**src/sv/rmq_pkg.sv**
```systemverilog
// shared item types and codes for the rotation matrix to quaternion block
`default_nettype none
package rmq_pkg;

  // input item: nine matrix entries, row-major
  typedef struct packed {
    logic signed [15:0] m00;
    logic signed [15:0] m01;
    logic signed [15:0] m02;
    logic signed [15:0] m10;
    logic signed [15:0] m11;
    logic signed [15:0] m12;
    logic signed [15:0] m20;
    logic signed [15:0] m21;
    logic signed [15:0] m22;
  } in_t;

  // result item
  typedef struct packed {
    logic signed [15:0] qw;
    logic signed [15:0] qx;
    logic signed [15:0] qy;
    logic signed [15:0] qz;
    logic [1:0]         branch;
    logic               degenerate;
  } out_t;

  // branch codes
  localparam logic [1:0] BR_TRACE = 2'd0;
  localparam logic [1:0] BR_X     = 2'd1;
  localparam logic [1:0] BR_Y     = 2'd2;
  localparam logic [1:0] BR_Z     = 2'd3;

  // register indexes
  localparam int REG_TRACE_THRESHOLD = 0;

  // quotient magnitude bits produced by the divider lanes
  localparam int QBITS = 17;
  // width of a signed entry sum or difference
  localparam int NBITS = 17;

endpackage
`default_nettype wire

```
**src/sv/rmq_front.sv**
```systemverilog
// front end: branch choice, radicand and numerator sums for one item
`default_nettype none
module rmq_front import rmq_pkg::*; #(
  parameter int FRAC_BITS = 14,
  parameter int RW        = 18
) (
  input  in_t                     item,
  input  logic [15:0]             trace_threshold,
  output logic [1:0]              br,
  output logic [RW-1:0]           rad,
  output logic signed [NBITS-1:0] n0,
  output logic signed [NBITS-1:0] n1,
  output logic signed [NBITS-1:0] n2
);

  localparam logic signed [RW:0] ONE_S = (RW+1)'(1) << FRAC_BITS;

  logic signed [RW:0] e00, e11, e22, thr_s, diag, r1, r2, r3, rsel;
  logic signed [NBITS-1:0] m01, m02, m10, m12, m20, m21;

  // widened operands
  assign e00   = (RW+1)'(item.m00);
  assign e11   = (RW+1)'(item.m11);
  assign e22   = (RW+1)'(item.m22);
  assign thr_s = signed'({{(RW+1-16){1'b0}}, trace_threshold});
  assign m01   = NBITS'(item.m01);
  assign m02   = NBITS'(item.m02);
  assign m10   = NBITS'(item.m10);
  assign m12   = NBITS'(item.m12);
  assign m20   = NBITS'(item.m20);
  assign m21   = NBITS'(item.m21);

  // candidate radicands
  assign diag = ONE_S + e00 + e11 + e22;
  assign r1   = ONE_S + e00 - e11 - e22;
  assign r2   = ONE_S + e11 - e00 - e22;
  assign r3   = ONE_S + e22 - e00 - e11;

  // branch select and off-diagonal sums
  always_comb begin
    if (diag > thr_s) begin
      br = BR_TRACE; rsel = diag;
      n0 = m21 - m12; n1 = m02 - m20; n2 = m10 - m01;
    end else if (item.m00 > item.m11 && item.m00 > item.m22) begin
      br = BR_X; rsel = r1;
      n0 = m21 - m12; n1 = m10 + m01; n2 = m02 + m20;
    end else if (item.m11 > item.m22) begin
      br = BR_Y; rsel = r2;
      n0 = m02 - m20; n1 = m10 + m01; n2 = m21 + m12;
    end else begin
      br = BR_Z; rsel = r3;
      n0 = m10 - m01; n1 = m02 + m20; n2 = m21 + m12;
    end
  end

  // negative radicand clamps to zero
  assign rad = rsel[RW] ? '0 : rsel[RW-1:0];

endmodule
`default_nettype wire

```
**config.mk**
```make
export PLATFORM = sky130hd
export DESIGN_NAME = rmq_front
export DESIGN_NICKNAME = d
export VERILOG_FILES = /design/src/sv/rmq_pkg.sv /design/src/sv/rmq_front.sv
export SDC_FILE = /design/constraint.sdc
export NUM_CORES = 1
export LEC_CHECK = 0
export ABC_CLOCK_PERIOD_IN_PS = 6900
export BUFFER_PORTS_ARGS = -buffer_cell sky130_fd_sc_hd__buf_2
export CORE_MARGIN = 2
export CORE_UTILIZATION = 59
export DETAILED_ROUTE_END_ITERATION = 10
export MAX_ROUTING_LAYER = met4
export PLACE_DENSITY = 0.83
export SYNTH_ARGS = -nofsm -noshare
export SYNTH_HDL_FRONTEND = slang
export SYNTH_SLANG_ARGS = --single-unit
```
**constraint.sdc**
```tcl
create_clock -name vclk -period 6.9
set_input_delay 0.69 -clock vclk [all_inputs]
set_output_delay 0.69 -clock vclk [all_outputs]
set_load 0.05 [all_outputs]
```
==> Yosys cells after proc, flatten, opt, wreduce, memory -nomap -nowiden <==
Index checks and enable logic that the tools add are counted.
{ "totals": {"regBits": 0, "wordCells": 37} }
{ "op_classes": {"n_addsub": 17, "mux": 15, "order_cmp": 4, "n_reduce_logical": 1} }
{ "op_table": {"columns": ["op", "count"], "rows": [
  ["$mux W17", 8],
  ["$mux W19", 3],
  ["$sub A18 B16 Y19", 3],
  ["$sub A17 B16 Y18", 3],
  ["$add A16 B16 Y17", 3],
  ["$add A16 B16 Y17 const A", 3],
  ["$sub A16 B16 Y17", 3],
  ["$gt A16 B16 Y1", 3],
  ["$add A18 B16 Y19", 1],
  ["$gt A19 B17 Y1", 1],
  ["$add A17 B16 Y18", 1],
  ["$mux W18", 1],
  ["$mux W2", 2],
  ["$logic_and A1 B1 Y1", 1],
  ["$mux W1", 1]
]} }

==> Longest topological paths before layout <==
{ "depth": {"ltp_word": 7, "depth_mapped": 20, "mapped_depth_nobuf": 18} }

==> Worst setup path before layout <==
No wires, ideal clock.
{ "synth_timing": {"kind": "in2out", "from": "input port item[1] in the netlist's numbering", "to": "output port n0[4]", "n_path_buf": 2, "required_time_ns": 6.210, "path_slack_ns": 0.376, "t_arrival_ns": 5.834, "stages": 17, "cell_sequence": "fa_1 -> ha_1 -> fa_1 -> a211oi_1 -> o21ai_0 -> a31oi_1 -> o21ai_0 -> xor2_1 -> ha_1 -> nand4_1 -> or4_1 -> a221oi_2 -> o31a_1 -> buf_6 -> nor2_4 -> buf_4 -> o31ai_1"} }
{ "synth_via": {"elab_chain_len": 4, "word_cells_on_any_way": 8, "cone_classes": "add/sub (1); order compare (3); mux (3); reduce/logical (1)"} }
{ "synth_lines": {"columns": ["item", "line", "text"], "rows": [
  ["from (decl)", "rmq_front.sv:7", "input in_t item,"],
  ["branches (longest 3 deep; another with $add A18 B16 Y19)", null, null],
  ["$mux W17 (*)", "rmq_front.sv:41", "if (diag > thr_s) begin"],
  ["to (decl)", "rmq_front.sv:11", "output logic signed [NBITS-1:0] n0,"]
]} }
Mark *: on every way between the ends.

==> Worst setup path in the final report <==
{ "layout_timing": {"from": "input port item[129] in the netlist's numbering", "to": "output port rad[10]"} }
{ "layout_via": {"elab_chain_len": 6, "word_cells_on_any_way": 17, "cone_classes": "add/sub (9); order compare (3); mux (4); reduce/logical (1)"} }
{ "layout_lines": {"columns": ["item", "line", "text"], "rows": [
  ["$add A16 B16 Y17 (tied with other cells)", "rmq_front.sv:34, rmq_front.sv:35", null],
  ["$add A17 B16 Y18 (tied with other cells)", "rmq_front.sv:34", "assign diag = ONE_S + e00 + e11 + e22;"],
  ["$add A18 B16 Y19 (tied with other cells)", "rmq_front.sv:34", null],
  ["$gt A19 B17 Y1 or $mux W19 (tied branches)", "rmq_front.sv:41, rmq_front.sv:44", null],
  ["$mux W19 (*)", "rmq_front.sv:41", null],
  ["$mux W18 (*)", "rmq_front.sv:57", "assign rad = rsel[RW] ? '0 : rsel[RW-1:0];"],
  ["to (decl)", "rmq_front.sv:10", "output logic [RW-1:0] rad,"]
]} }
Mark *: on every way between the ends. The rest lies on a longest branch, timed or not.

==> impl_metrics.csv <==
group,metric,value,unit
floorplan,die-area,23100,um^2
synthesis,avgSynthCellArea,7.76,um^2
setup_path,critical_path.max_stage_delay,0.50,ns
floorplan,coreArea,21700,um^2
synthesis,synthCells,1666,
setup_path,critPathBufInv,3,
timing,timing.final.crit_share,94.4,%
synthesis,synth_top_area_cell,"ha_1",
timing,drv_slew,0,
timing,grt_setup_unrepaired,"false",
setup_path,critPathArrivalTime,5.83,ns
layout,fillers,1883,
layout,seq_cells,0,
power,leakage,7.37,nW
placed_design,hpwl,33.5,mm
global_routing,grt_max_degree,33,
global_routing,grt.overflow.total,0,
synthesis,synth.most_common_cell,"ha_1",
placed_design,place_area,14300,um^2
drt,dr.pass1.iters,5,
global_routing,grt_first_pass_wirelength,61.8,mm
global_routing,grt_pass1_vias,12500,
setup_path,worstSetupEndpointType,"output pin",
synthesis,synthTopCellsByCount,"ha_1, inv_1, a21oi_1",
drt,wirelength,38.5,mm
layout,seqCellArea,0,um^2
synthesis,yosysTopAreaCellShare,29.5,%
layout,fin_nets,2405,
synthesis,syn_area,12900,um^2
layout,final_core_util,66.3,%
layout,nClkBuffers,0,
timing,hold_viol,0,
setup_path,start_kind,"primary input",
drt,via_per_inst,5.90,
setup_path,cp_cell_sequence,"buf_2 > fa_1 > ha_1 > fa_1 > a211oi_2 > o21ai_0 > nand3_1 > a21boi_0 > nor2_1 > xnor2_1 > ha_1 > a21oi_1 > nand2_1 > a2111oi_2 > a221oi_2 > o31a_4 > buf_4 > or2_4 > o21ai_2 > buf_2",
placed_design,numPortBuffers,231,
drt,drt.antenna.violating_nets,0,
setup_path,slowest_stage,"fa_1",
timing,setup_viol,0,
drt,routedWlPerCell,17.9,um
power,ir_drop,0.368,mV
setup_path,crit_type,"in -> out",
drt,drcViolationCount,0,
layout,drive_gt1_share,16.5,%
drt,drt_iter0_drc,913,
synthesis,yosys_warnings,0,
synthesis,synth_nets,2206,
timing,worst_pin_slew,1.14,ns
setup_path,cp.required,6.21,ns
layout,multi_input_area,11900,um^2
layout,area_growth,11.2,%
floorplan,dieHeight,152,um
timing,hold_ws,1.92,ns
floorplan,num_rows,54,
floorplan,ios,231,
timing,max_freq,0.153,GHz
layout,final_area,14400,um^2
setup_path,critPathMaxFanout,14,
timing,max_slew_margin,24.3,%
timing,setup-tns-final,0,ns
setup_path,path_delay_family,"compound AO/OA/AOI/OAI gates",
timing,min_period,6.52,ns
placed_design,gp_congestion,1.04,
run_status,outcome,"completed",
run,maxCapViolCount,0,
power,power.density,252,nW/um^2
min_path,holdCritPathClass,"in -> out",
synthesis,synth.area.top_cells,"ha_1, fa_1, xnor2_1, inv_1, a21oi_1",
floorplan,dieWidth,152,um
global_routing,antenna_found_initial,7,
floorplan,start_util,59.6,%
drt,vias,12700,
synthesis,ys_seq_area_share,0,%
global_routing,grtUsageTotal,33.1,%
synthesis,ys_types,83,
[routing by layer]
layer,vias up,GRT usage [%],wire length (um)
met5,-,-,0
met4,0,12.3,1760
met3,94,2.99,2510
met2,489,58.3,18900
met1,5939,39.1,15300
li1,6168,-,-
[path summary, 6_finish.rpt]
check,slack (ns),startpoint,cells after the start,to
min,1.92,item[48],4,n0[0]
max,0.38,item[129],20,rad[10]
[cells by family after synthesis]
family / count (synthesis) / synth area share [%]
compound gates: 455 / 23.7
xor+xnor: 131 / 8.93
simple gates: 399 / 15.0
mux: 42 / 3.39
buf+inv: 259 / 7.92
fa+ha+maj: 380 / 41.1
[timing repair]
item,4_1_cts,5_1_grt
hold buffers,0,0
resized for setup,0,5
setup buffers,0,3
endpoints found under the setup margin,0,55
[layout by cell type, fill, tap and decap left out, types with 12 or more instances in the layout]
cell and n:
ha_1 305, buf_2 231, inv_1 209, a21oi_1 112, nand2_1 103, nor2_1 99, o21ai_0 95, xnor2_1 95
fa_1 75, nor3_1 46, xor2_1 35, nor2b_1 34, a21o_1 32, o21bai_1 29, mux2i_1 28, nand3_1 26
nand2b_1 22, a31oi_1 20, a211oi_1 19, o21a_1 18, buf_4 15, mux2_2 14, o211ai_1 13, or3_1 13
o31ai_1 12
[stage by stage]
stage / setup slack [ns] / std cells / power, mW
5_1_grt: 0.0262 / 2150 / 3.88
6_report: 0.383 / 2150 / 3.62
2_1_floorplan: 0.376 / 1666 / 2.71
3_5_place_dp: 0.235 / 2140 / 3.53
3_3_place_gp: 0.335 / 2140 / 3.49
4_1_cts: 0.220 / 2140 / 3.55
[final cells by class]
cell class / count / area share, %
multi-input cells: 1407 / 83.0
repair buffers: 247 / 8.96
inverters: 209 / 5.45
well taps: 280 / 2.43
diodes: 7 / 0.122
[tightest hold or removal path, cell delays in order]
cell	delay, ns
buf_2	0.09
ha_1	0.13
o21ai_0	0.09
buf_2	0.22
[where the power goes]
group / switching (mW) / internal [mW]
logic: 2.47 / 1.15
clock network: 0 / 0.000000136
registers: 0 / 0
total: 2.47 / 1.15
Power figures use the tool's default switching activity.
