## config.mk

```make
export PLATFORM = sky130hd
export DESIGN_NAME = rmq_queue
export DESIGN_NICKNAME = d
export VERILOG_FILES = /design/src/sv/rmq_queue.sv
export SDC_FILE = /design/constraint.sdc
export NUM_CORES = 1
export LEC_CHECK = 0
export ABC_AREA = 1
export BUFFER_PORTS_ARGS = -buffer_cell sky130_fd_sc_hd__buf_4
export CAP_MARGIN = 10
export CORE_AREA = 10 10 56 58
export CTS_CLUSTER_DIAMETER = 100
export DETAILED_ROUTE_END_ITERATION = 7
export DIE_AREA = 0 0 66 68
export PLACE_DENSITY_LB_ADDON = 0.25
export SLEW_MARGIN = 5
export SYNTH_ARGS = -nofsm -noshare
export SYNTH_HDL_FRONTEND = slang
export SYNTH_SLANG_ARGS = --single-unit
```

## constraint.sdc

```tcl
create_clock -name clk -period 3.9 [get_ports clk]
set_input_delay 0.39 -clock clk [delete_from_list [all_inputs] [get_ports clk]]
set_output_delay 0.39 -clock clk [all_outputs]
set_load 0.03 [all_outputs]
```

## src/sv/rmq_queue.sv

```systemverilog
// two-entry queue between front and back
`default_nettype none
module rmq_queue #(
  parameter int W = 8
) (
  input  logic         clk,
  input  logic         rst_n,
  input  logic         push,
  output logic         full,
  input  logic [W-1:0] wdata,
  input  logic         pop,
  output logic         empty,
  output logic [W-1:0] rdata
);

  logic [W-1:0] mem_r [0:1];
  logic         wptr_r, wptr_nxt, rptr_r, rptr_nxt;
  logic [1:0]   cnt_r, cnt_nxt;
  logic         do_push, do_pop;

  assign full    = (cnt_r == 2'd2);
  assign empty   = (cnt_r == 2'd0);
  assign do_push = push & ~full;
  assign do_pop  = pop & ~empty;
  assign rdata   = mem_r[rptr_r];

  // pointer and count update
  always_comb begin
    wptr_nxt = wptr_r ^ do_push;
    rptr_nxt = rptr_r ^ do_pop;
    cnt_nxt  = cnt_r + 2'(do_push) - 2'(do_pop);
  end

  always_ff @(posedge clk) begin
    if (!rst_n) begin
      wptr_r <= 1'b0;
      rptr_r <= 1'b0;
      cnt_r  <= 2'd0;
    end else begin
      wptr_r <= wptr_nxt;
      rptr_r <= rptr_nxt;
      cnt_r  <= cnt_nxt;
    end
  end

  // entry storage
  always_ff @(posedge clk) begin
    if (do_push) begin
      mem_r[wptr_r] <= wdata;
    end
  end

endmodule
`default_nettype wire

```

Yosys cells after proc, flatten, opt, wreduce, memory -nomap -nowiden --
Memory sizes are Yosys's and may differ from the RTL's. A register that Yosys moved wholly into a read port is not among the register bits. Cells that the tools add are included.
Storage, ports and cells: bits in registers 4, memory bits (writable) 16, output and inout port bits 10, word-level logic and storage cells 17, memories 1
Memory list:
- mem_r | words 2, bits a word 8, read ports 1, clocked after memory_dff 1, wr ports 1, line 16 | logic [W-1:0] mem_r [0:1];
Cells by class: $add $sub $neg 2, equal/unequal tests 1, mux-type cells 3, bitwise logic cells 6, reduce and logical (&&, ||, !) cells 1
Operators with widths (number):
- 2-to-1 mux 1 bit | 3
- adder 2 x 1 -> 2 bit | 1
- AND 1 bit | 2
- equality test 2 bit (second input constant) | 1
- logical NOT 2 bit | 1
- inverter 1 bit | 2
- subtractor 2 x 1 -> 2 bit | 1
- bitwise XOR 1 bit | 2

Longest topological paths before layout --
Gate-level depths: netlist (run 1).
depth in word-level cells 5, depth in mapped cells 10, depth with buffers taken out 10

Worst setup path after synthesis (run 1) --
Ideal clock, no wire load.
path type register -> register, from register cnt_r[0], to register cnt_r[1], data arrival time 1483 ps, slack 2302 ps, stages on the path, launching flop included 10, clock period less this slack 1598 ps, cell sequence dfxtp_1 > nor2_2 > nor2_4 > ha_1 > inv_1 > ha_1 > inv_1 > nand2_1 > a21oi_1 > nor2_1
On the way: elaborated cells on any way between the ends 8
RTL lines:
- start: declaration | line 18 | logic [1:0] cnt_r, cnt_nxt;
- start signal: assignment | line 42 | cnt_r <= cnt_nxt;
- logical NOT 2 bit | line 22 | assign empty = (cnt_r == 2'd0);
- net empty | line 12 | output logic empty,
- inverter 1 bit | line 24 | assign do_pop = pop & ~empty;
- AND 1 bit | line 24
- subtractor 2 x 1 -> 2 bit | line 31 | cnt_nxt = cnt_r + 2'(do_push) - 2'(do_pop);
The timed path passes the listed nets, and every way through them passes these cells. A chain may end at the register's enable or synchronous reset.

==> results.py, run 1 <==
metrics = {
    "status": {
        "status": "finished clean",
    },
    "logic_synthesis": {
        "avgSynthCellArea_sq_um": 14.27,
        "syn_area_sq_um": 884.6,
        "synth_area_leaders": "edfxtp_1 54%, mux2_4 14%, dfxtp_1 11%",
        "yosys.area.top_type_share_pct": 54.31,
        "syn-num-nets": 78,
        "synth_top_cell_by_area": "edfxtp_1",
        "synth_cell_type_count": 13,
        "ys_seq_area_share_pct": 65.63,
        "ys_warn_count": 0,
        "ys_ff_latch": 21,
        "netlist_instances": 62,
    },
    "clock_tree": {
        "post_cts_buffers": 0,
        "cts_tree": "built",
        "root_buffer": "clkbuf_4",
        "clockBufferDepth": 2,
        "numCtsBuffers": 3,
        "htreeDepth": 1,
        "clkSlewWorstSetupHoldPaths_ns": 0.12,
        "ctsHoldBuffers": 0,
        "cts_sinks": 21,
        "postCtsResizedCells": 0,
        "insertion_delay_ns": 0.30,
    },
    "floorplanning": {
        "start_util_pct": 42.01,
        "die-height_um": 68,
        "rows": 17,
        "core_sq_um": 2106,
        "die_w_um": 66,
        "die_area_sq_um": 4488,
        "ioPinCount": 22,
    },
    "sta": {
        "finClkSkew_ns": 0.01343,
        "timing.final.ws_setup_ns": 2.042,
        "maxSlewHeadroom_pct": 66.28,
        "period_minus_slack_ns": 1.858,
        "layout_worst_path_cycle_share_pct": 47.65,
        "rsz0062_at_grt": "false",
        "drv_slew": 0,
        "setup_viol": 0,
        "worst_slew_pin_slew_ns": 0.5051,
        "clock.fmax_mhz": 538.1,
        "hold_viol_final": 0,
        "fin_setup_tns_ns": 0,
    },
    "cells_and_area": {
        "fillCellCount": 195,
        "mostFrequentLayoutCells": "21 x buf_4, 16 x edfxtp_1, 10 x inv_1",
        "nNetsFinal": 103,
        "syn2layout_area_growth_pct": 23.90,
        "mostFrequentLayoutCell": "buf_4",
        "drive_above_1_share_pct": 41.86,
        "n_antenna_cell": 0,
    },
    "setup_path": {
        "cpPeakStageDelay_ns": 0.66,
        "crit_required_ns": 3.51,
        "worstPathCellList": "mux2_4, buf_4",
        "cp.arrival_ns": 1.47,
        "critical_path.max_fanout": 8,
        "path_class": "reg2out",
        "worstSetupEndpointType": "primary output",
        "cp.buffers_inverters": 1,
        "reg2regPathDepth": 10,
        "worst_path_max_delay_cell": "dfxtp_1",
        "cp.depth": 2,
        "crit_path_start_kind": "register",
        "critPathTopFamily": "flip-flops",
    },
    "pwr": {
        "ir_drop_mv": 0.3247,
        "p_leak_nw": 0.4767,
        "clockPowerShare_pct": 14.0,
        "p_sw_share_pct": 36.77,
        "pwr-share-comb_pct": 41.7,
        "seq_power_share_pct": 44.3,
        "p_sw_mw": 0.2722,
        "p_int_mw": 0.4681,
        "cellPowerDensity_nw_per_um2": 675.4,
    },
    "global_routing": {
        "grt_pass1_wl_um": 2394,
        "overflow": 0,
        "grt.met2_usage_pct": 10.87,
        "grt_pass1_vias": 510,
        "antenna_found_initial": 0,
        "grt_busiest_layer": "met2",
        "met1_usage_pct": 8.373,
        "grt_start_max_net_pins": 14,
        "grt_usage_pct": 6.881,
        "grt_use_met3_pct": 2.284,
    },
    "routing": {
        "routed_wl_um": 1370,
        "first_pass_iters": 4,
        "vias": 500,
        "vias_per_cell": 4.386,
        "drt_iter0_drc": 22,
        "drc": 0,
        "avgRoutedWirePerCell_um": 12.02,
        "drtAntennaViolNets": 0,
    },
    "min_path": {
        "holdPathStages": 1,
        "hold_path_class": "in2reg",
    },
    "placed_design": {
        "dp_hpwl_um": 1093,
        "place_congestion": 0.7451,
        "port_buffers": 21,
        "post-place-ws_ns": 2.353,
    },
    "job": {
        "cap_violations": 0,
    },
}
registers in the layout, indices dropped and copies added (netlist names), named ones only:
register / cells
rptr_r: 1
cnt_r: 2
mem_r: 16
wptr_r: 1
Yosys cell counts (all sizes together):
| master | count |
|---|---|
| nand3 | 2 |
| o21ai | 1 |
| buf | 1 |
| edfxtp | 16 |
| inv | 10 |
| a21oi | 1 |
| nand2 | 6 |
| nor2 | 8 |
| mux2 | 8 |
| dfxtp | 5 |
| ha | 4 |
final cells by class:
class                   instances  area [sq um]  area share, %
well taps                      28         35.03          3.196
multi-input cells              30         255.2          23.29
clock buffers                   3         22.52          2.055
repair buffers                 21         157.7          14.38
inverters                      10         37.54          3.425
flip-flops and latches         21         580.6          52.97
clock inverters                 1         7.507         0.6849
kinds of logic (layout without fill, tap and decap cells):
family / count (synthesis) / after routing / synth area share [%]
AND/OR/NAND/NOR: 16 / 16 / 8.486
buffers and inverters: 11 / 35 / 5.517
flip-flops: 21 / 21 / 65.63
adder cells (fa/ha/maj): 4 / 4 / 5.658
AO/OA/AOI/OAI: 2 / 2 / 1.130
multiplexers: 8 / 8 / 13.58
metal layers:
| layer | vias up | part of all wire (%) |
|---|---|---|
| li1 | 254 | - |
| met1 | 233 | 45 |
| met2 | 11 | 50 |
| met3 | 2 | 3.9 |
| met4 | 0 | 0.66 |
| met5 | - | 0 |
path summary, 6_finish.rpt:
check | to | slack (ns) | startpoint
worst min register to register | rptr_r | 0.54 | rptr_r
worst min-delay path | mem_r[1][6] | 0.26 | wdata[6]
worst max-delay path | rdata[7] | 2.04 | register
worst max register to register | cnt_r[1] | 2.39 | cnt_r[1]
power by group through the flow:
stage / logic, mW / registers (mW) / clock network (mW)
2_1_floorplan: 0.241 / 0.316 / 0
3_3_place_gp: 0.311 / 0.331 / 0
3_5_place_dp: 0.314 / 0.335 / 0
4_1_cts: 0.315 / 0.329 / 0.105
5_1_grt: 0.342 / 0.335 / 0.116
6_report: 0.309 / 0.328 / 0.104
metrics by stage:
stage | power, mW | hold WS, ns | util [%] | area, sq um | instances
finish | 0.7402 | 0.2640 | 52.05 | 1096 | 114
global route | 0.7932 | 0.2466 | 52.05 | 1096 | 114
CTS | 0.7487 | 0.2649 | 52.05 | 1096 | 114
detailed placement | 0.6488 | 0.5017 | 50.62 | 1066 | 110
global placement | 0.6420 | 0.4933 | 50.62 | 1066 | 110
floorplan | 0.5571 | 0.4740 | - | 884.6 | 62
Note: power is estimated with default switching activity, not from simulation.
==> run 2: changes to the inputs <==
==> constraint.sdc (replaced) <==
create_clock -name clk -period 1.5 [get_ports clk]
set_input_delay 0.15 -clock clk [delete_from_list [all_inputs] [get_ports clk]]
set_output_delay 0.15 -clock clk [all_outputs]
set_load 0.03 [all_outputs]
==> run 2 against run 1 <==
Clock power is 140% higher. Die area stayed put. Sequential share of layout area is 2.4 points lower. Core utilization is 3.2 points higher. Non-clock buffer count is 2 higher. Register-to-register slack worse by 2.3 ns. Global-route usage is 0.33 points lower. Sequential power grew to 2.6 times the previous value. Critical path depth is 1 higher. Cell count is 1.8% higher. Via count is 1.6% higher. Count of clock-buffer cells in the layout stayed put. Largest cell class unchanged.
==> results.py, run 2 (same netlist as run 1, synthesis figures left out) <==
metrics = {
    "sta": {
        "setup_viol": 0,
        "maxSlewHeadroom_pct": 74.79,
        "worst_slew_pin_slew_ns": 0.3782,
        "layout_worst_path_cycle_share_pct": 95.68,
        "clock.fmax_mhz": 696.8,
        "period_minus_slack_ns": 1.435,
        "finClkSkew_ns": 0.0005678,
        "hold_viol_final": 0,
        "drv_slew": 0,
        "timing.final.ws_setup_ns": 0.06477,
    },
    "job": {
        "cap_violations": 0,
    },
    "placed_design": {
        "post-place-ws_ns": 0.02021,
        "port_buffers": 21,
        "dp_hpwl_um": 1089,
        "place_congestion": 0.6489,
    },
    "clock_tree": {
        "clockBufferDepth": 2,
        "cts_tree": "built",
        "post_cts_buffers": 0,
        "htreeDepth": 1,
        "clkSlewWorstSetupHoldPaths_ns": 0.11,
        "cts_sinks": 21,
        "ctsHoldBuffers": 0,
        "postCtsResizedCells": 0,
        "root_buffer": "clkbuf_4",
        "numCtsBuffers": 3,
        "insertion_delay_ns": 0.29,
    },
    "status": {
        "status": "finished clean",
    },
    "routing": {
        "vias": 508,
        "drtAntennaViolNets": 0,
        "vias_per_cell": 4.379,
        "first_pass_iters": 2,
        "routed_wl_um": 1402,
        "avgRoutedWirePerCell_um": 12.09,
        "drt_iter0_drc": 14,
        "drc": 0,
    },
    "pwr": {
        "p_leak_nw": 0.4993,
        "cellPowerDensity_nw_per_um2": 1768,
        "ir_drop_mv": 1.057,
    },
    "cells_and_area": {
        "largest_reg_flops": 16,
        "syn2layout_area_growth_pct": 31.54,
        "top_regs": "mem_r x16, cnt_r x2",
        "utilization_pct": 55.26,
        "mostFrequentLayoutCell": "buf_4",
        "fillCellCount": 178,
        "regMostFlops": "mem_r",
        "drive_above_1_share_pct": 54.55,
        "mostFrequentLayoutCells": "23 x buf_4, 16 x edfxtp_1, 9 x inv_1",
        "nNetsFinal": 105,
        "n_antenna_cell": 0,
    },
    "floorplanning": {
        "start_util_pct": 42.01,
        "ioPinCount": 22,
        "rows": 17,
        "die_area_sq_um": 4488,
        "die-height_um": 68,
        "core_sq_um": 2106,
        "die_w_um": 66,
    },
    "global_routing": {
        "grt_start_max_net_pins": 13,
        "grt_usage_pct": 6.553,
        "grt_pass1_wl_um": 2194,
        "overflow": 0,
        "antenna_found_initial": 0,
        "grt_pass1_vias": 493,
    },
    "setup_path": {
        "crit_path_start_kind": "register",
        "cpPeakStageDelay_ns": 0.32,
        "cp.arrival_ns": 1.29,
        "worstSetupEndpointType": "primary output",
        "r2r_slack_ns": 0.07,
        "worstPathCellList": "buf_4, mux2_4, buf_4",
        "critical_path.max_fanout": 8,
        "worst_path_max_delay_cell": "dfxtp_1",
        "r2r-end": "cnt_r[1]",
        "reg2regPathDepth": 10,
        "crit_required_ns": 1.35,
        "r2r_start": "cnt_r[1]",
        "worst_path_most_repeated_cell": "buf_4",
        "path_class": "reg2out",
    },
    "min_path": {
        "min_to": "mem_r[0][7]",
        "holdPathStages": 1,
        "hold_path_class": "in2reg",
        "hp-start": "wdata[7]",
    },
}
[run 2: cell count changes in the layout (fill, tap and decap cells not counted), moves of 2 or more]
| cell | change |
|---|---|
| buf_4 | +2 |
| dfxtp_1 | -2 |
| nand2_2 | +2 |
| nand2_1 | -2 |
| ha_1 | -2 |
| dfxtp_4 | +2 |
[run 2: how the worst max path moves through the flow]
stage	from	end	slack, ns	depth (start not counted)
after detailed placement	cnt_r[0]	cnt_r[1]	0.02	8
final	register	rdata[4]	0.06	3
after global placement	cnt_r[0]	cnt_r[1]	0.1	8
after CTS	cnt_r[0]	cnt_r[1]	0.001	8
after global routing	cnt_r[1]	cnt_r[1]	-0.02	10
after floorplan	cnt_r[0]	cnt_r[1]	0.01	9
[run 2: routing by layer]
metal  part of all wire (%)  GRT usage [%]  vias up
met5                      0              0        -
met4                    1.1          4.712        0
met3                    9.6          3.589        2
met2                     53          10.63       13
met1                     36          6.286      233
li1                       -              -      260
[run 2: critical path, delay by kind of cell, from the launching register on]
family / cells / cell delay [ns]
buf+inv: 2 / 0.36
flops: 1 / 0.32
mux: 1 / 0.31
[run 2: final cells by class]
type	instances	area (sq um)	area share, %
Inverter	10	40.04	3.441
Timing Repair Buffer	23	172.7	14.84
Clock inverter	1	5.005	0.4301
Multi-Input combinational cell	30	300.3	25.81
Tap cell	28	35.03	3.011
Sequential cell	21	588.1	50.54
Clock buffer	3	22.52	1.935
[run 2: report_power, final]
group	internal, mW	switching (mW)
sequential	0.780	0.0782
combinational	0.418	0.528
clock	0.0990	0.154
total	1.30	0.760
[run 2: metrics by stage]
| step | cells | instance area [sq um] | power (mW) | hold slack [ns] | TNS (ns) |
|---|---|---|---|---|---|
| after CTS | 116 | 1114 | 1.988 | 0.02595 | 0 |
| after global placement | 112 | 1086 | 1.710 | 0.3362 | 0 |
| final | 116 | 1164 | 2.058 | 0.03708 | 0 |
| after global routing | 116 | 1164 | 2.202 | 0.01229 | -0.02056 |
| after floorplan | 62 | 889.6 | 1.465 | 0.2435 | 0 |
| after detailed placement | 112 | 1086 | 1.734 | 0.3376 | 0 |
==> run 3: changes to the inputs <==
==> constraint.sdc (replaced) <==
create_clock -name clk -period 1.5 [get_ports clk]
set_input_delay 0.075 -clock clk [delete_from_list [all_inputs] [get_ports clk]]
set_output_delay 0.075 -clock clk [all_outputs]
set_load 0.03 [all_outputs]
==> run 3 against run 2 <==
Core utilization grew 4.3 points. Clock power shrank 2%. Routed wire length grew 1.9%. Global-route usage shrank 0.13 points. Sequential share of layout area shrank 3.6 points. Flip-flop and latch count is the same. Critical path type is now reg2reg.
==> results.py, run 3 (same netlist as run 1, synthesis figures left out) <==
metrics = {
    "pwr": {
        "p_sw_share_pct": 36.67,
        "ir_drop_mv": 1.066,
        "pwr-share-comb_pct": 46.5,
        "cellPowerDensity_nw_per_um2": 1653,
        "p_leak_nw": 0.5369,
        "seq_power_share_pct": 41.5,
        "p_sw_mw": 0.7599,
        "clockPowerShare_pct": 12.0,
        "p_int_mw": 1.312,
    },
    "sta": {
        "hold_viol_final": 0,
        "setup_viol": 0,
        "finClkSkew_ns": 0.001250,
        "period_minus_slack_ns": 1.434,
        "worst_slew_pin_slew_ns": 0.3713,
        "clock.fmax_mhz": 697.4,
        "whs_ns": 0.08315,
        "maxSlewHeadroom_pct": 75.25,
        "layout_worst_path_cycle_share_pct": 95.59,
        "drv_slew": 0,
    },
    "floorplanning": {
        "die_w_um": 66,
        "ioPinCount": 22,
        "die-height_um": 68,
        "rows": 17,
        "die_area_sq_um": 4488,
        "start_util_pct": 42.01,
        "core_sq_um": 2106,
    },
    "cells_and_area": {
        "fin_area_sq_um": 1254,
        "largest_reg_flops": 16,
        "regMostFlops": "mem_r",
        "mostFrequentLayoutCell": "buf_4",
        "syn2layout_area_growth_pct": 41.73,
        "mostFrequentLayoutCells": "23 x buf_4, 16 x edfxtp_1, 9 x inv_1, 9 x dlygate4sd3_1, 8 x mux2_4",
        "n_antenna_cell": 0,
        "top_regs": "mem_r x16, cnt_r x2",
        "drive_above_1_share_pct": 49.48,
        "nNetsFinal": 114,
    },
    "clock_tree": {
        "post_cts_buffers": 0,
        "clkSlewWorstSetupHoldPaths_ns": 0.11,
        "cts_tree": "built",
        "htreeDepth": 1,
        "cts_sinks": 21,
        "clockBufferDepth": 2,
        "root_buffer": "clkbuf_4",
        "insertion_delay_ns": 0.28,
        "numCtsBuffers": 3,
    },
    "setup_path": {
        "worstPathCellList": "inv_4, o21ai_4, ha_4, inv_1, ha_2, inv_1, nand2_2, nand3_2, nand2_2, nor2_1",
        "worstSetupEndpointType": "register",
        "crit_required_ns": 1.69,
        "crit_start": "cnt_r[1]",
        "r2r_slack_ns": 0.07,
        "worst_path_max_delay_cell": "dfxtp_4",
        "critical_path.max_fanout": 2,
        "crit_path_start_kind": "register",
        "r2r_start": "cnt_r[1]",
        "reg2regPathDepth": 10,
        "cpPeakStageDelay_ns": 0.39,
        "cp.arrival_ns": 1.63,
        "r2r-end": "cnt_r[1]",
        "path_class": "reg2reg",
    },
    "global_routing": {
        "grt_start_max_net_pins": 13,
        "grt_usage_pct": 6.422,
        "overflow": 0,
        "antenna_found_initial": 0,
        "grt_pass1_vias": 501,
        "grt_pass1_wl_um": 2214,
    },
    "placed_design": {
        "place_congestion": 0.6489,
        "dp_hpwl_um": 1089,
        "port_buffers": 21,
        "placed_area_sq_um": 1086,
    },
    "status": {
        "status": "finished clean",
    },
    "routing": {
        "vias": 533,
        "drc": 0,
        "first_pass_iters": 2,
        "routed_wl_um": 1428,
        "drtAntennaViolNets": 0,
        "vias_per_cell": 4.264,
        "drt_iter0_drc": 15,
        "avgRoutedWirePerCell_um": 11.42,
    },
    "min_path": {
        "holdPathStages": 4,
        "hp-start": "pop",
        "hold_path_class": "in2reg",
    },
    "job": {
        "cap_violations": 0,
    },
}
[run 3: changes by cell type in the layout (fill, tap and decap cells not counted)]
cell           before  now
dlygate4sd3_1       0    9
[run 3: stage by stage]
stage               utilization (%)  setup slack [ns]  total power, mW  setup TNS (ns)  cells
floorplan                         -           0.01402            1.465               0     62
global placement              51.57           0.09750            1.710               0    112
detailed placement            51.57           0.02021            1.734               0    112
CTS                           57.16          0.001415            2.007               0    125
global route                  59.54          -0.02055            2.215        -0.02055    125
finish                        59.54           0.06614            2.072               0    125
[run 3: worst max-delay path: cells and delay by family, from the launching register on]
family | cells | cell delay, ns
and+or+nand+nor | 4 | 0.26
DFF | 1 | 0.39
adders and majority gates | 2 | 0.38
buffers and inverters | 3 | 0.14
AOI/OAI and AO/OA | 1 | 0.18
[run 3: how the worst max path moves through the flow]
stage | slack (ns) | cells after the start | to
detailed placement | 0.02 | 8 | cnt_r[1]
finish | 0.07 | 10 | cnt_r[1]
global route | -0.02 | 10 | cnt_r[1]
global placement | 0.1 | 8 | cnt_r[1]
CTS | 0.001 | 8 | cnt_r[1]
floorplan | 0.01 | 9 | cnt_r[1]
[run 3: power groups by stage]
| stage | Combinational [mW] | Sequential [mW] | Clock, mW |
|---|---|---|---|
| after floorplan | 0.634 | 0.831 | 0 |
| final | 0.964 | 0.859 | 0.249 |
| after global placement | 0.875 | 0.835 | 0 |
| after CTS | 0.913 | 0.828 | 0.266 |
| after global routing | 1.06 | 0.871 | 0.283 |
| after detailed placement | 0.894 | 0.840 | 0 |
[run 3: area by class of cell]
| type | instances | area (sq um) |
|---|---|---|
| clock buffers | 3 | 22.52 |
| inverters | 10 | 40.04 |
| well taps | 28 | 35.03 |
| fillers | 174 | 852.1 |
| multi-input cells | 30 | 300.3 |
| repair buffers | 32 | 262.8 |
| clock inverters | 1 | 5.005 |
| flip-flops and latches | 21 | 588.1 |
[run 3: layer usage]
metal	part of all wire [%]	GRT usage, %	wire length (um)
met4	1.1	3.141	16
met3	6.8	2.936	97
met2	52	10.27	742
met1	40	7.171	572
met5	0	0	0
[run 3: what timing repair did]
item | CTS | global route
hold endpoints to repair | 17 | 0
gates resized for setup | 0 | 14
hold buffers | 9 | 0
endpoints found under the setup margin | 0 | 1
